===== src/design/rct_pkg.sv =====
// types and constants shared by the retransmit connection table
// no dependencies
`timescale 1ns / 1ps

package rct_pkg;

  typedef enum logic [1:0] {
    ACT_OPEN     = 2'd0,
    ACT_REQUEST  = 2'd1,
    ACT_RESPONSE = 2'd2,
    ACT_TICK     = 2'd3
  } action_e;

  typedef enum logic [2:0] {
    RES_OPENED  = 3'd0,
    RES_RESEND  = 3'd1,
    RES_TIMEOUT = 3'd2,
    RES_EXECUTE = 3'd3,
    RES_REPLY   = 3'd4,
    RES_DELIVER = 3'd5,
    RES_STATUS  = 3'd6
  } result_e;

  typedef enum logic [1:0] {
    EK_EMPTY   = 2'd0,
    EK_SEND    = 2'd1,
    EK_RECEIVE = 2'd2
  } entry_kind_e;

  typedef enum logic [6:0] {
    S_IDLE  = 7'b0000001,
    S_OPEN  = 7'b0000010,
    S_RD    = 7'b0000100,
    S_EV    = 7'b0001000,
    S_RES   = 7'b0010000,
    S_REPLY = 7'b0100000,
    S_STAT  = 7'b1000000
  } state_e;

  localparam logic CFG_WAIT_TICKS   = 1'b0;
  localparam logic CFG_RESEND_LIMIT = 1'b1;

  typedef struct packed {
    logic [15:0] address;
    logic [7:0]  device;
    logic [7:0]  id;
    logic [7:0]  command;
    logic [7:0]  arg_one;
    logic [7:0]  arg_two;
  } msg_t;

  typedef struct packed {
    entry_kind_e kind;
    msg_t        msg;
    logic [7:0]  wait_left;
    logic [7:0]  resends_left;
  } entry_t;

  typedef struct packed {
    result_e    kind;
    logic [2:0] slot;
    msg_t       msg;
    logic       timer_running;
    logic       last;
  } out_t;

  function automatic out_t make_out(result_e k, logic [2:0] s, msg_t m, logic t, logic l);
    out_t o;
    o.kind          = k;
    o.slot          = s;
    o.msg           = m;
    o.timer_running = t;
    o.last          = l;
    return o;
  endfunction

endpackage


===== src/design/rct_in_if.sv =====
// input channel of the retransmit connection table
// depends on nothing
`timescale 1ns / 1ps

interface rct_in_if;
  logic        valid;
  logic        ready;
  logic [1:0]  action;
  logic [15:0] peer_address;
  logic [7:0]  node_device;
  logic [7:0]  msg_id;
  logic [7:0]  command;
  logic [7:0]  arg_one;
  logic [7:0]  arg_two;

  modport source (output valid, action, peer_address, node_device, msg_id, command,
                  arg_one, arg_two, input ready);
  modport sink (input valid, action, peer_address, node_device, msg_id, command,
                arg_one, arg_two, output ready);
endinterface


===== src/design/rct_out_if.sv =====
// result channel of the retransmit connection table
// depends on nothing
`timescale 1ns / 1ps

interface rct_out_if;
  logic        valid;
  logic        ready;
  logic [2:0]  kind;
  logic [2:0]  slot;
  logic [15:0] out_address;
  logic [7:0]  out_device;
  logic [7:0]  out_id;
  logic [7:0]  out_command;
  logic [7:0]  out_arg_one;
  logic [7:0]  out_arg_two;
  logic        timer_running;
  logic        last;

  modport source (output valid, kind, slot, out_address, out_device, out_id, out_command,
                  out_arg_one, out_arg_two, timer_running, last, input ready);
  modport sink (input valid, kind, slot, out_address, out_device, out_id, out_command,
                out_arg_one, out_arg_two, timer_running, last, output ready);
endinterface


===== src/design/retransmit_connection_table_unit.sv =====
// retransmit connection table: entries in one synchronous memory, scanned one slot at a time
// depends on rct_pkg, rct_in_if, rct_out_if
// open send writes the next slot directly; request and response scan the keys serially;
// tick reads each slot then updates it if it is a send entry; a step that pushes a result waits on result stalls
// one item at a time; the next transfer is taken after the status result is registered
// reset clears control state and per-slot valid bits; an entry not yet written reads as zero
`timescale 1ns / 1ps

module retransmit_connection_table_unit import rct_pkg::*; #(
  parameter int SLOTS = 8
) (
  input  logic       clk_i,
  input  logic       rst_ni,
  input  logic       cfg_we_i,
  input  logic       cfg_idx_i,
  input  logic [7:0] cfg_data_i,
  rct_in_if.sink     in_ch,
  rct_out_if.source  out_ch
);

  localparam int SW = (SLOTS > 1) ? $clog2(SLOTS) : 1;
  localparam logic [SW-1:0] LastIdx = SW'(SLOTS - 1);

  state_e          state_q, state_d;
  action_e         act_q;
  msg_t            msg_q;
  logic [SW-1:0]   idx_q, idx_d;
  logic [SW-1:0]   ptr_q, ptr_d, ptr_next;
  logic            found_q, found_d;
  logic            timer_q, timer_d;
  logic [SLOTS-1:0] live_q, live_d;
  logic [SLOTS-1:0] valid_q, valid_d;
  logic [7:0]      wait_ticks_q, resend_limit_q;
  entry_t          mem_q [SLOTS];
  entry_t          rdata_q;
  logic            rvalid_q;
  entry_t          cur;
  logic            re;
  logic            we;
  logic [SW-1:0]   waddr;
  entry_t          wdata;
  logic            push;
  out_t            push_res;
  out_t            out_q;
  logic            out_valid_q;
  logic            can_push;
  logic            idx_last;
  logic            match;
  logic [SW+2:0]   idx_ext, ptr_ext;
  logic [7:0]      wait_dec, res_dec;

  assign in_ch.ready = (state_q == S_IDLE);
  assign can_push    = !out_valid_q || out_ch.ready;
  assign ptr_next    = (ptr_q == LastIdx) ? '0 : ptr_q + 1'b1;
  assign idx_last    = (idx_q == LastIdx);
  assign cur         = rvalid_q ? rdata_q : '0;
  assign match       = (cur.msg.id == msg_q.id) && (cur.msg.address == msg_q.address);
  assign idx_ext     = {3'b000, idx_q};
  assign ptr_ext     = {3'b000, ptr_next};
  assign wait_dec    = cur.wait_left - 8'd1;
  assign res_dec     = cur.resends_left - 8'd1;

  always_comb begin
    state_d  = state_q;
    idx_d    = idx_q;
    ptr_d    = ptr_q;
    found_d  = found_q;
    timer_d  = timer_q;
    live_d   = live_q;
    valid_d  = valid_q;
    re       = 1'b0;
    we       = 1'b0;
    waddr    = idx_q;
    wdata    = cur;
    push     = 1'b0;
    push_res = make_out(RES_STATUS, 3'd0, '0, timer_q, 1'b0);
    unique case (state_q)
      S_IDLE: begin
        if (in_ch.valid) begin
          idx_d   = '0;
          found_d = 1'b0;
          unique case (action_e'(in_ch.action))
            ACT_OPEN: state_d = S_OPEN;
            ACT_TICK: begin
              timer_d = |live_q;
              state_d = S_RD;
            end
            default: state_d = S_RD;
          endcase
        end
      end
      S_OPEN: begin
        if (can_push) begin
          we                = 1'b1;
          waddr             = ptr_next;
          wdata.kind        = EK_SEND;
          wdata.msg         = msg_q;
          wdata.wait_left   = wait_ticks_q;
          wdata.resends_left = resend_limit_q;
          valid_d[ptr_next] = 1'b1;
          live_d[ptr_next]  = (wait_ticks_q != 8'd0) || (resend_limit_q != 8'd0);
          ptr_d             = ptr_next;
          timer_d           = 1'b1;
          push              = 1'b1;
          push_res          = make_out(RES_OPENED, ptr_ext[2:0], msg_q, 1'b1, 1'b0);
          state_d           = S_STAT;
        end
      end
      S_RD: begin
        re      = 1'b1;
        state_d = S_EV;
      end
      S_EV: begin
        if (act_q == ACT_TICK) begin
          priority if (cur.kind != EK_SEND) begin
            state_d = idx_last ? S_STAT : S_RD;
            idx_d   = idx_last ? idx_q : idx_q + 1'b1;
          end else if (cur.wait_left != 8'd0) begin
            we              = 1'b1;
            wdata.wait_left = wait_dec;
            live_d[idx_q]   = (wait_dec != 8'd0) || (cur.resends_left != 8'd0);
            state_d         = idx_last ? S_STAT : S_RD;
            idx_d           = idx_last ? idx_q : idx_q + 1'b1;
          end else begin
            if (can_push) begin
              we   = 1'b1;
              push = 1'b1;
              if (cur.resends_left != 8'd0) begin
                wdata.resends_left = res_dec;
                wdata.wait_left    = wait_ticks_q;
                live_d[idx_q]      = (res_dec != 8'd0) || (wait_ticks_q != 8'd0);
                push_res = make_out(RES_RESEND, idx_ext[2:0], cur.msg, timer_q, 1'b0);
              end else begin
                wdata.kind    = EK_EMPTY;
                live_d[idx_q] = 1'b0;
                push_res = make_out(RES_TIMEOUT, idx_ext[2:0], cur.msg, timer_q, 1'b0);
              end
              state_d = idx_last ? S_STAT : S_RD;
              idx_d   = idx_last ? idx_q : idx_q + 1'b1;
            end
          end
        end else begin
          priority if (match) begin
            found_d = 1'b1;
            state_d = S_RES;
          end else if (idx_last) begin
            state_d = S_RES;
          end else begin
            idx_d   = idx_q + 1'b1;
            state_d = S_RD;
          end
        end
      end
      S_RES: begin
        if (act_q == ACT_REQUEST) begin
          priority if (found_q) begin
            state_d = (cur.kind == EK_RECEIVE) ? S_REPLY : S_STAT;
          end else begin
            if (can_push) begin
              we                 = 1'b1;
              waddr              = ptr_next;
              wdata.kind         = EK_RECEIVE;
              wdata.msg          = msg_q;
              wdata.wait_left    = 8'd0;
              wdata.resends_left = 8'd0;
              valid_d[ptr_next]  = 1'b1;
              live_d[ptr_next]   = 1'b0;
              ptr_d              = ptr_next;
              idx_d              = ptr_next;
              timer_d            = 1'b1;
              push               = 1'b1;
              push_res = make_out(RES_EXECUTE, ptr_ext[2:0], msg_q, 1'b1, 1'b0);
              state_d            = S_REPLY;
            end
          end
        end else begin
          priority if (!found_q) begin
            state_d = S_STAT;
          end else begin
            if (can_push) begin
              we             = 1'b1;
              wdata.kind     = EK_EMPTY;
              valid_d[idx_q] = 1'b1;
              live_d[idx_q]  = 1'b0;
              push           = 1'b1;
              push_res = make_out(RES_DELIVER, idx_ext[2:0], msg_q, timer_q, 1'b0);
              state_d        = S_STAT;
            end
          end
        end
      end
      S_REPLY: begin
        if (can_push) begin
          push     = 1'b1;
          push_res = make_out(RES_REPLY, idx_ext[2:0], msg_q, timer_q, 1'b0);
          state_d  = S_STAT;
        end
      end
      S_STAT: begin
        if (can_push) begin
          push     = 1'b1;
          push_res = make_out(RES_STATUS, 3'd0, '0, timer_q, 1'b1);
          state_d  = S_IDLE;
        end
      end
      default: state_d = S_IDLE;
    endcase
  end

  always_ff @(posedge clk_i or negedge rst_ni) begin
    if (!rst_ni) begin
      state_q        <= S_IDLE;
      idx_q          <= '0;
      ptr_q          <= '0;
      found_q        <= 1'b0;
      timer_q        <= 1'b0;
      live_q         <= '0;
      valid_q        <= '0;
      rvalid_q       <= 1'b0;
      out_valid_q    <= 1'b0;
      wait_ticks_q   <= 8'd10;
      resend_limit_q <= 8'd3;
    end else begin
      state_q <= state_d;
      idx_q   <= idx_d;
      ptr_q   <= ptr_d;
      found_q <= found_d;
      timer_q <= timer_d;
      live_q  <= live_d;
      valid_q <= valid_d;
      if (re) begin
        rvalid_q <= valid_q[idx_q];
      end
      if (push) begin
        out_valid_q <= 1'b1;
      end else if (out_ch.ready) begin
        out_valid_q <= 1'b0;
      end
      if (cfg_we_i) begin
        unique case (cfg_idx_i)
          CFG_WAIT_TICKS:   wait_ticks_q   <= cfg_data_i;
          CFG_RESEND_LIMIT: resend_limit_q <= cfg_data_i;
          default: ;
        endcase
      end
    end
  end

  // input latch and result register
  always_ff @(posedge clk_i) begin
    if (in_ch.valid && in_ch.ready) begin
      act_q         <= action_e'(in_ch.action);
      msg_q.address <= in_ch.peer_address;
      msg_q.device  <= in_ch.node_device;
      msg_q.id      <= in_ch.msg_id;
      msg_q.command <= in_ch.command;
      msg_q.arg_one <= in_ch.arg_one;
      msg_q.arg_two <= in_ch.arg_two;
    end
    if (push) begin
      out_q <= push_res;
    end
  end

  // entry memory
  always_ff @(posedge clk_i) begin
    if (we) begin
      mem_q[waddr] <= wdata;
    end
    if (re) begin
      rdata_q <= mem_q[idx_q];
    end
  end

  assign out_ch.valid         = out_valid_q;
  assign out_ch.kind          = out_q.kind;
  assign out_ch.slot          = out_q.slot;
  assign out_ch.out_address   = out_q.msg.address;
  assign out_ch.out_device    = out_q.msg.device;
  assign out_ch.out_id        = out_q.msg.id;
  assign out_ch.out_command   = out_q.msg.command;
  assign out_ch.out_arg_one   = out_q.msg.arg_one;
  assign out_ch.out_arg_two   = out_q.msg.arg_two;
  assign out_ch.timer_running = out_q.timer_running;
  assign out_ch.last          = out_q.last;

endmodule


===== src/flat_wrapper.sv =====
// flat-port wrapper written by rule: the top's interface ports become plain ports
module retransmit_connection_table_unit_flat import rct_pkg::*;
#(
  parameter int SLOTS = 8
)
  (clk_i, rst_ni, cfg_we_i, cfg_idx_i, cfg_data_i, in_ch_valid, in_ch_action, in_ch_peer_address, in_ch_node_device, in_ch_msg_id, in_ch_command, in_ch_arg_one, in_ch_arg_two, in_ch_ready, out_ch_valid, out_ch_kind, out_ch_slot, out_ch_out_address, out_ch_out_device, out_ch_out_id, out_ch_out_command, out_ch_out_arg_one, out_ch_out_arg_two, out_ch_timer_running, out_ch_last, out_ch_ready);
  rct_in_if in_ch_i ();
  rct_out_if out_ch_i ();
  input  logic clk_i;
  input  logic rst_ni;
  input  logic cfg_we_i;
  input  logic cfg_idx_i;
  input  logic [7:0] cfg_data_i;
  input wire logic [$bits(in_ch_i.valid)-1:0] in_ch_valid;
  input wire logic [$bits(in_ch_i.action)-1:0] in_ch_action;
  input wire logic [$bits(in_ch_i.peer_address)-1:0] in_ch_peer_address;
  input wire logic [$bits(in_ch_i.node_device)-1:0] in_ch_node_device;
  input wire logic [$bits(in_ch_i.msg_id)-1:0] in_ch_msg_id;
  input wire logic [$bits(in_ch_i.command)-1:0] in_ch_command;
  input wire logic [$bits(in_ch_i.arg_one)-1:0] in_ch_arg_one;
  input wire logic [$bits(in_ch_i.arg_two)-1:0] in_ch_arg_two;
  output wire logic [$bits(in_ch_i.ready)-1:0] in_ch_ready;
  output wire logic [$bits(out_ch_i.valid)-1:0] out_ch_valid;
  output wire logic [$bits(out_ch_i.kind)-1:0] out_ch_kind;
  output wire logic [$bits(out_ch_i.slot)-1:0] out_ch_slot;
  output wire logic [$bits(out_ch_i.out_address)-1:0] out_ch_out_address;
  output wire logic [$bits(out_ch_i.out_device)-1:0] out_ch_out_device;
  output wire logic [$bits(out_ch_i.out_id)-1:0] out_ch_out_id;
  output wire logic [$bits(out_ch_i.out_command)-1:0] out_ch_out_command;
  output wire logic [$bits(out_ch_i.out_arg_one)-1:0] out_ch_out_arg_one;
  output wire logic [$bits(out_ch_i.out_arg_two)-1:0] out_ch_out_arg_two;
  output wire logic [$bits(out_ch_i.timer_running)-1:0] out_ch_timer_running;
  output wire logic [$bits(out_ch_i.last)-1:0] out_ch_last;
  input wire logic [$bits(out_ch_i.ready)-1:0] out_ch_ready;
  assign in_ch_i.valid = in_ch_valid;
  assign in_ch_i.action = in_ch_action;
  assign in_ch_i.peer_address = in_ch_peer_address;
  assign in_ch_i.node_device = in_ch_node_device;
  assign in_ch_i.msg_id = in_ch_msg_id;
  assign in_ch_i.command = in_ch_command;
  assign in_ch_i.arg_one = in_ch_arg_one;
  assign in_ch_i.arg_two = in_ch_arg_two;
  assign in_ch_ready = in_ch_i.ready;
  assign out_ch_valid = out_ch_i.valid;
  assign out_ch_kind = out_ch_i.kind;
  assign out_ch_slot = out_ch_i.slot;
  assign out_ch_out_address = out_ch_i.out_address;
  assign out_ch_out_device = out_ch_i.out_device;
  assign out_ch_out_id = out_ch_i.out_id;
  assign out_ch_out_command = out_ch_i.out_command;
  assign out_ch_out_arg_one = out_ch_i.out_arg_one;
  assign out_ch_out_arg_two = out_ch_i.out_arg_two;
  assign out_ch_timer_running = out_ch_i.timer_running;
  assign out_ch_last = out_ch_i.last;
  assign out_ch_i.ready = out_ch_ready;
  retransmit_connection_table_unit #(.SLOTS(SLOTS)) u_core (.clk_i(clk_i), .rst_ni(rst_ni), .cfg_we_i(cfg_we_i), .cfg_idx_i(cfg_idx_i), .cfg_data_i(cfg_data_i), .in_ch(in_ch_i), .out_ch(out_ch_i));
endmodule

===== config.mk =====
export PLATFORM = sky130hd
export DESIGN_NAME = retransmit_connection_table_unit_flat
export DESIGN_NICKNAME = d
export VERILOG_FILES = /design/src/design/rct_pkg.sv /design/src/design/rct_in_if.sv /design/src/design/rct_out_if.sv /design/src/design/retransmit_connection_table_unit.sv /design/src/flat_wrapper.sv
export SDC_FILE = /design/constraint.sdc
export NUM_CORES = 1
export LEC_CHECK = 0
export ABC_AREA = 1
export BUFFER_PORTS_ARGS = -buffer_cell sky130_fd_sc_hd__buf_2
export CORE_ASPECT_RATIO = 0.7
export CORE_MARGIN = 4
export CORE_UTILIZATION = 40
export CTS_CLUSTER_SIZE = 8
export DETAILED_ROUTE_END_ITERATION = 6
export GPL_TIMING_DRIVEN = 0
export PLACE_DENSITY = 0.63
export SLEW_MARGIN = 40
export SYNTH_ARGS = -nofsm -noshare
export SYNTH_HDL_FRONTEND = slang
export SYNTH_SLANG_ARGS = --single-unit

===== constraint.sdc =====
create_clock -name clk_i -period 12.6 [get_ports clk_i]
set_input_delay 1.26 -clock clk_i [delete_from_list [all_inputs] [get_ports clk_i]]
set_output_delay 1.26 -clock clk_i [all_outputs]
set_load 0.01 [all_outputs]

# Yosys cells after proc, flatten, opt, wreduce, memory -nomap -nowiden
# Memory sizes are Yosys's and may differ from the RTL's. A register that Yosys moved wholly into a read port is not among the register bits.
# Index checks and enable logic that the tools add are counted.
# classes
eq_ne,34
muxes,124
bitwise_logic,7
reduce_logical,34
magnitude_cmp,4
add_sub_neg,4
# op_table
operator,count
2-to-1 mux 64 bit,8
case mux 64 bit (5 select lines),1
2-to-1 mux 74 bit,4
2-to-1 mux 63 bit,4
2-to-1 mux 8 bit,18
case mux 56 bit (2 select lines),1
2-to-1 mux 7 bit,13
2-to-1 mux 72 bit,1
2-to-1 mux 16 bit,4
case mux 16 bit (3 select lines),1
nonzero test 8 bit,6
2-to-1 mux 3 bit,15
case mux 7 bit (6 select lines),1
2-to-1 mux 1 bit,27
bitwise mux 8 bit,3
case mux 8 bit (3 select lines),1
bitwise AND 8 bit,2
equality test 16 bit,1
2-to-1 mux 2 bit,8
NOT 8 bit,2
OR 8 bit,2
case mux 8 bit (2 select lines),1
AND reduction 4 bit,4
"subtractor 8 x 1 -> 8 bit, second input constant",2
42 further kinds,77
# word_totals
elab_cells,236
ramBits,592
mem_count,1
register_bits,171
# mem_list
memory,depth,width,rd,rd_clocked_by_memory_dff,wr,line_no,rtl
u_core.mem_q,8,74,1,1,1,retransmit_connection_table_unit.sv:34,entry_t mem_q [SLOTS];

# Depth between registers and ports, before layout
# depth
word_depth,12
mapped_depth,17
depth_no_buf,14

# Worst setup path before layout
# No wires, ideal clock.
# synth_timing
path_kind,input to register
start,input out_ch_ready
end,memory u_core.mem_q[6][0] (netlist name) (enable)
cell_stages,8
arrival_time_ns,5.368
required_time_ns,12.093
slack_ns,6.725
cell_sequence,nor2_1 -> buf_2 -> inv_1 -> nand3_1 -> nand3_2 -> nand2_1 -> or2_1 -> nor2_1
# synth_between
elab_chain_len,8
word_cells_on_any_way,15
cone_classes,14 x mux; 1 x reduce/logical
# synth_lines
item,line_no,rtl
start: declaration,flat_wrapper.sv:34,input wire logic [$bits(out_ch_i.ready)-1:0] out_ch_ready;
logical OR 1 bit (*),retransmit_connection_table_unit.sv:53,assign can_push = !out_valid_q || out_ch.ready;
2-to-1 mux 1 bit,--,
2-to-1 mux 1 bit,retransmit_connection_table_unit.sv:118,end else if (cur.wait_left != 8'd0) begin
2-to-1 mux 1 bit,retransmit_connection_table_unit.sv:115,priority if (cur.kind != EK_SEND) begin
2-to-1 mux 1 bit,retransmit_connection_table_unit.sv:114,if (act_q == ACT_TICK) begin
case mux 1 bit (3 select lines),retransmit_connection_table_unit.sv:77,unique case (state_q)
2-to-1 mux 1 bit,retransmit_connection_table_unit.sv:267,if (we) begin
2-to-1 mux 1 bit (implied by the code),retransmit_connection_table_unit.sv:268,mem_q[waddr] <= wdata;
end: declaration,retransmit_connection_table_unit.sv:34,
# Every way passes the cells marked *; elsewhere a longest branch is shown, timed or not.

# Final worst setup path
# layout_timing
start,register u_core.rvalid_q
end,register u_core.out_q (netlist bit u_core.out_ch.out_command[7]) (enable)
# layout_between
elab_chain_len,6
word_cells_on_any_way,7
cone_classes,1 x eq/ne; 5 x mux; 1 x reduce/logical
# layout_lines
item,line_no,rtl
start: declaration,retransmit_connection_table_unit.sv:36,logic rvalid_q;
start signal: assignment,retransmit_connection_table_unit.sv:232,rvalid_q <= valid_q[idx_q];
2-to-1 mux 74 bit (*),retransmit_connection_table_unit.sv:56,assign cur = rvalid_q ? rdata_q : '0;
nonzero test 8 bit,retransmit_connection_table_unit.sv:118,
2-to-1 mux 1 bit,retransmit_connection_table_unit.sv:118,
2-to-1 mux 1 bit (*),retransmit_connection_table_unit.sv:115,
2-to-1 mux 1 bit (*),retransmit_connection_table_unit.sv:114,
case mux 1 bit (3 select lines) (*),retransmit_connection_table_unit.sv:77,
net u_core.push,retransmit_connection_table_unit.sv:42,logic push;
end signal: assignment,retransmit_connection_table_unit.sv:261,out_q <= push_res;
end: declaration,retransmit_connection_table_unit.sv:44,out_t out_q;
# Mark *: on every way through the listed nets, which the timed path passes. The rest lies on a longest branch.
# A chain may end at the register's enable or synchronous reset.

==> impl_metrics.prom <==
# TYPE chip_impl_metric gauge
chip_impl_metric{name="synthesis.nets",unit=""} 2539
chip_impl_metric{name="grt_overflow_total",unit=""} 0
chip_impl_metric{name="timing_worst_slew_pin_value",unit="ns"} 0.9126
chip_impl_metric{name="crit_required",unit="ns"} 12.96
chip_impl_info{name="start_kind",value="flip-flop"} 1
chip_impl_metric{name="finalMaxSlewViolations",unit=""} 0
chip_impl_metric{name="area_growth",unit="%"} 19.68
chip_impl_metric{name="max_freq",unit="GHz"} 0.2247
chip_impl_metric{name="grt_first_pass_wirelength",unit="mm"} 151.9
chip_impl_metric{name="max-slew-margin-rel",unit=""} 0.3899
chip_impl_metric{name="floorplan.die.width",unit="um"} 353.0
chip_impl_metric{name="final.min_clock_period",unit="ns"} 4.451
chip_impl_metric{name="cts_made_buffers",unit=""} 115
chip_impl_metric{name="detailroute.via_count",unit=""} 23020
chip_impl_info{name="status",value="complete, no violations"} 1
chip_impl_metric{name="cts.repair_timing.setup_buffer_count",unit=""} 0
chip_impl_metric{name="final.hold.worst_slack",unit="ns"} 0.4550
chip_impl_metric{name="drtPass1Iterations",unit=""} 5
chip_impl_metric{name="gr-usage-all-layers",unit=""} 0.2356
chip_impl_info{name="crit_path_top_delay_cell",value="dfrtp_1"} 1
chip_impl_metric{name="syn_area",unit="um^2"} 33330
chip_impl_metric{name="power.density",unit="nW/um^2"} 195.2
chip_impl_metric{name="timing.final.hold_violations",unit=""} 0
chip_impl_metric{name="finalNonFillerCells",unit=""} 3897
chip_impl_metric{name="design.portCount",unit=""} 138
chip_impl_info{name="worstSetupEndpointType",value="flip-flop"} 1
chip_impl_metric{name="stdcell_area",unit="um^2"} 39890
chip_impl_metric{name="maxCapViolations",unit=""} 0
chip_impl_metric{name="synth_edf_count",unit=""} 788
chip_impl_metric{name="final_util",unit=""} 0.4837
chip_impl_metric{name="detail_route.wl_per_cell",unit="um"} 27.27
chip_impl_metric{name="fin_clk_skew",unit="ns"} 0.04071
chip_impl_metric{name="holdBufCountCts",unit=""} 0
chip_impl_metric{name="grt_max_degree",unit=""} 58
chip_impl_metric{name="synthArstFlopShare",unit=""} 0.05854
chip_impl_metric{name="ys_warn_count",unit=""} 0
chip_impl_metric{name="post_route_cells_drive_above_1_share",unit=""} 0.1732
chip_impl_metric{name="fp.dieArea",unit="um^2"} 88080
chip_impl_metric{name="period_share",unit=""} 0.3533
chip_impl_metric{name="viasPerCell",unit=""} 5.907
chip_impl_metric{name="post_cts_resized",unit=""} 0
chip_impl_info{name="netlist_top_cells_count",value="edfxtp_1 (788), nand2_1 (466), inv_1 (164)"} 1
chip_impl_metric{name="rr_worst_depth",unit=""} 21
chip_impl_metric{name="tritoncts_num_sinks",unit=""} 837
chip_impl_metric{name="hpwl_dp",unit="mm"} 73.24
chip_impl_metric{name="placedInstanceArea",unit="um^2"} 36760
chip_impl_metric{name="cts_max_level",unit=""} 3
chip_impl_metric{name="synth_seq_area_share",unit=""} 0.7469
chip_impl_metric{name="placementRows",unit=""} 88
chip_impl_info{name="netlist.top_cell.by_area",value="edfxtp_1"} 1
chip_impl_metric{name="post-route-drc-count",unit=""} 0
chip_impl_metric{name="setup_viol",unit=""} 0
chip_impl_metric{name="dp.cells",unit=""} 3746
chip_impl_metric{name="synth_top_area_share",unit=""} 0.7100
chip_impl_metric{name="critPathMaxFanout",unit=""} 10
chip_impl_info{name="synth_flop_cell",value="edfxtp_1"} 1
chip_impl_metric{name="power.ir.vdd_worst",unit="mV"} 0.1170
chip_impl_metric{name="critical_path_arrival",unit="ns"} 4.82
chip_impl_metric{name="postRouteWirelength",unit="mm"} 106.3
chip_impl_metric{name="fillers",unit=""} 6964
chip_impl_metric{name="clock_path_buffers",unit=""} 3
chip_impl_metric{name="core_region_area",unit="um^2"} 82470
chip_impl_metric{name="avgSynthCellArea",unit="um^2"} 13.54
chip_impl_info{name="post_synth_main_area_contributors",value="edfxtp_1 (71%), nand2_1 (5.2%), dfrtp_1 (3.3%)"} 1
chip_impl_info{name="tritoncts",value="done"} 1
chip_impl_info{name="synth.most_common_cell",value="edfxtp_1"} 1
chip_impl_metric{name="antenna_left",unit=""} 0
chip_impl_info{name="path_class",value="reg2reg"} 1
chip_impl_metric{name="die-height",unit="um"} 249.5
chip_impl_metric{name="layout.nets",unit=""} 2861
chip_impl_metric{name="worst_skew_pair.late_latency",unit="ns"} 0.69
chip_impl_metric{name="synth.ff_latch_count",unit=""} 837
chip_impl_metric{name="timing.final.ws_setup",unit="ns"} 8.149
chip_impl_metric{name="placement.io_buffers",unit=""} 137
chip_impl_metric{name="max_stage_delay",unit="ns"} 0.37
chip_impl_info{name="timing.critical_path.cells",value="buf_6 -> buf_6 -> buf_6 -> nand2_2 -> ha_1 -> nand2_1 -> nor2_1 -> nand2_2 -> clkinv_2 -> nand3_2 -> nor2_2 -> inv_2 -> buf_6 -> buf_6 -> o211ai_1 -> buf_2 -> buf_2 -> buf_2 -> buf_2 -> buf_2 -> buf_2"} 1
chip_impl_info{name="critPathMostFrequentCell",value="buf_2"} 1
chip_impl_metric{name="post_synthesis_cell_type_count",unit=""} 51
chip_impl_metric{name="power.total",unit="mW"} 7.785
chip_impl_info{name="cts_root_buffer",value="clkbuf_16"} 1
chip_impl_metric{name="drt_iter0_markers",unit=""} 3330
chip_impl_metric{name="fin_tns_setup",unit="ns"} 0
chip_impl_metric{name="post_synth_inst_count",unit=""} 2461
chip_impl_info{name="hold_path.class",value="reg2reg"} 1
chip_impl_metric{name="gp_congestion",unit=""} 0.8940
chip_impl_metric{name="min_delay_path_depth",unit=""} 2
chip_impl_metric{name="antenna_cells_inserted",unit=""} 0
chip_impl_info{name="grt_setup_unrepaired",value="no"} 1
chip_impl_metric{name="static_leakage",unit="nW"} 14.44
chip_impl_metric{name="preCtsSetupSlack",unit="ns"} 8.163
chip_impl_metric{name="antenna_found_initial",unit=""} 3
chip_impl_metric{name="clock_pin_slew_reported_for_the_worst_setup_and_hold_paths_after_clock_tree_synthesis",unit="ns"} 0.06
chip_impl_metric{name="vias_in_the_first_global_route",unit=""} 22340
chip_impl_metric{name="start_util",unit=""} 0.4041
[flip-flops by register name, indices dropped and copies added, names as in the netlist, 16 cells and up, named ones only]
signal and flops:
u_core.msg_q 56, u_core.rdata_q 74, u_core.mem_q 592, u_core.out_ch.out_address 16
[worst max-delay path: cells and delay by family, from the launching register on]
family,cells,cell delay (ns)
AOI/OAI and AO/OA,1,0.25
adders and majority gates,1,0.22
buffers and inverters,13,2.37
DFF,1,0.37
and+or+nand+nor,6,0.88
[where the power goes]
| group | switching [mW] | leakage [nW] | internal [mW] | total, mW |
|---|---|---|---|---|
| sequential | 0.0930 | 7.69 | 3.51 | 3.60 |
| clock | 1.09 | 1.51 | 1.65 | 2.74 |
| combinational | 1.09 | 5.24 | 0.363 | 1.45 |
[placed cells by master, fill, tap and decap left out, types with 5 or more instances in the layout]
master,n
a21oi_1,63
a221oi_1,55
a22o_1,60
a22oi_1,101
buf_1,7
buf_16,32
buf_2,177
buf_4,8
buf_6,7
buf_8,21
clkbuf_1,70
clkbuf_16,117
clkbuf_2,23
dfrtp_1,44
dfstp_2,5
edfxtp_1,788
ha_1,6
inv_1,163
inv_2,10
nand2_1,466
nand2_2,8
nand3_1,66
nand4_1,87
nor2_1,73
nor2_2,11
nor2_4,12
nor3_1,13
o211ai_1,8
o21ai_0,158
o22ai_1,62
o22ai_2,10
o31ai_1,8
or2_2,22
xor2_1,10
[worst paths after layout]
kind,from,to,slack (ns)
worst max-delay path,u_core.rvalid_q$_DFFE_PN0N_,u_core.out_ch.out_command[7]$_DFFE_PP_,8.15
worst min-delay path,u_core.valid_q[5]$_DFFE_PN0P_,u_core.valid_q[5]$_DFFE_PN0P_,0.45
worst max register to register,u_core.rvalid_q$_DFFE_PN0N_,u_core.out_ch.out_command[7]$_DFFE_PP_,8.15
worst min register to register,u_core.valid_q[5]$_DFFE_PN0P_,u_core.valid_q[5]$_DFFE_PN0P_,0.45
max in group asynchronous,rst_ni,async pin,11.49
min in group asynchronous,rst_ni,u_core.wait_ticks_q[7]$_DFFE_PN0P_,0.62
[layout make-up]
class                      instances  area [um^2]  share of cell area
multi-input combinational       1333         7343              0.1841
buffer                           113        559.3             0.01402
clock buffer                     144         3029             0.07594
tap                             1080         1351             0.03388
clock inverter                     7        68.82            0.001725
sequential                       837        24900              0.6241
timing repair buffer             205         1964             0.04925
inverter                         178        676.9             0.01697
[metal layers]
metal  global-route usage  vias to the layer above  routed length, um
li1                     -                     9848                  -
met5                    0                        -                  0
met4              0.08307                        0               3859
met1               0.3359                    11470              43700
met3              0.06963                      232              13150
met2               0.3443                     1466              45550
[kinds of logic after synthesis]
logic type	Yosys count	share of synthesized area
AO/OA/AOI/OAI	537	0.1076
XOR/XNOR	13	0.003416
adder cells (fa/ha/maj)	6	0.002252
buffers and inverters	291	0.03585
flip-flops	837	0.7469
AND/OR/NAND/NOR	777	0.1040
Power figures use the tool's default switching activity.
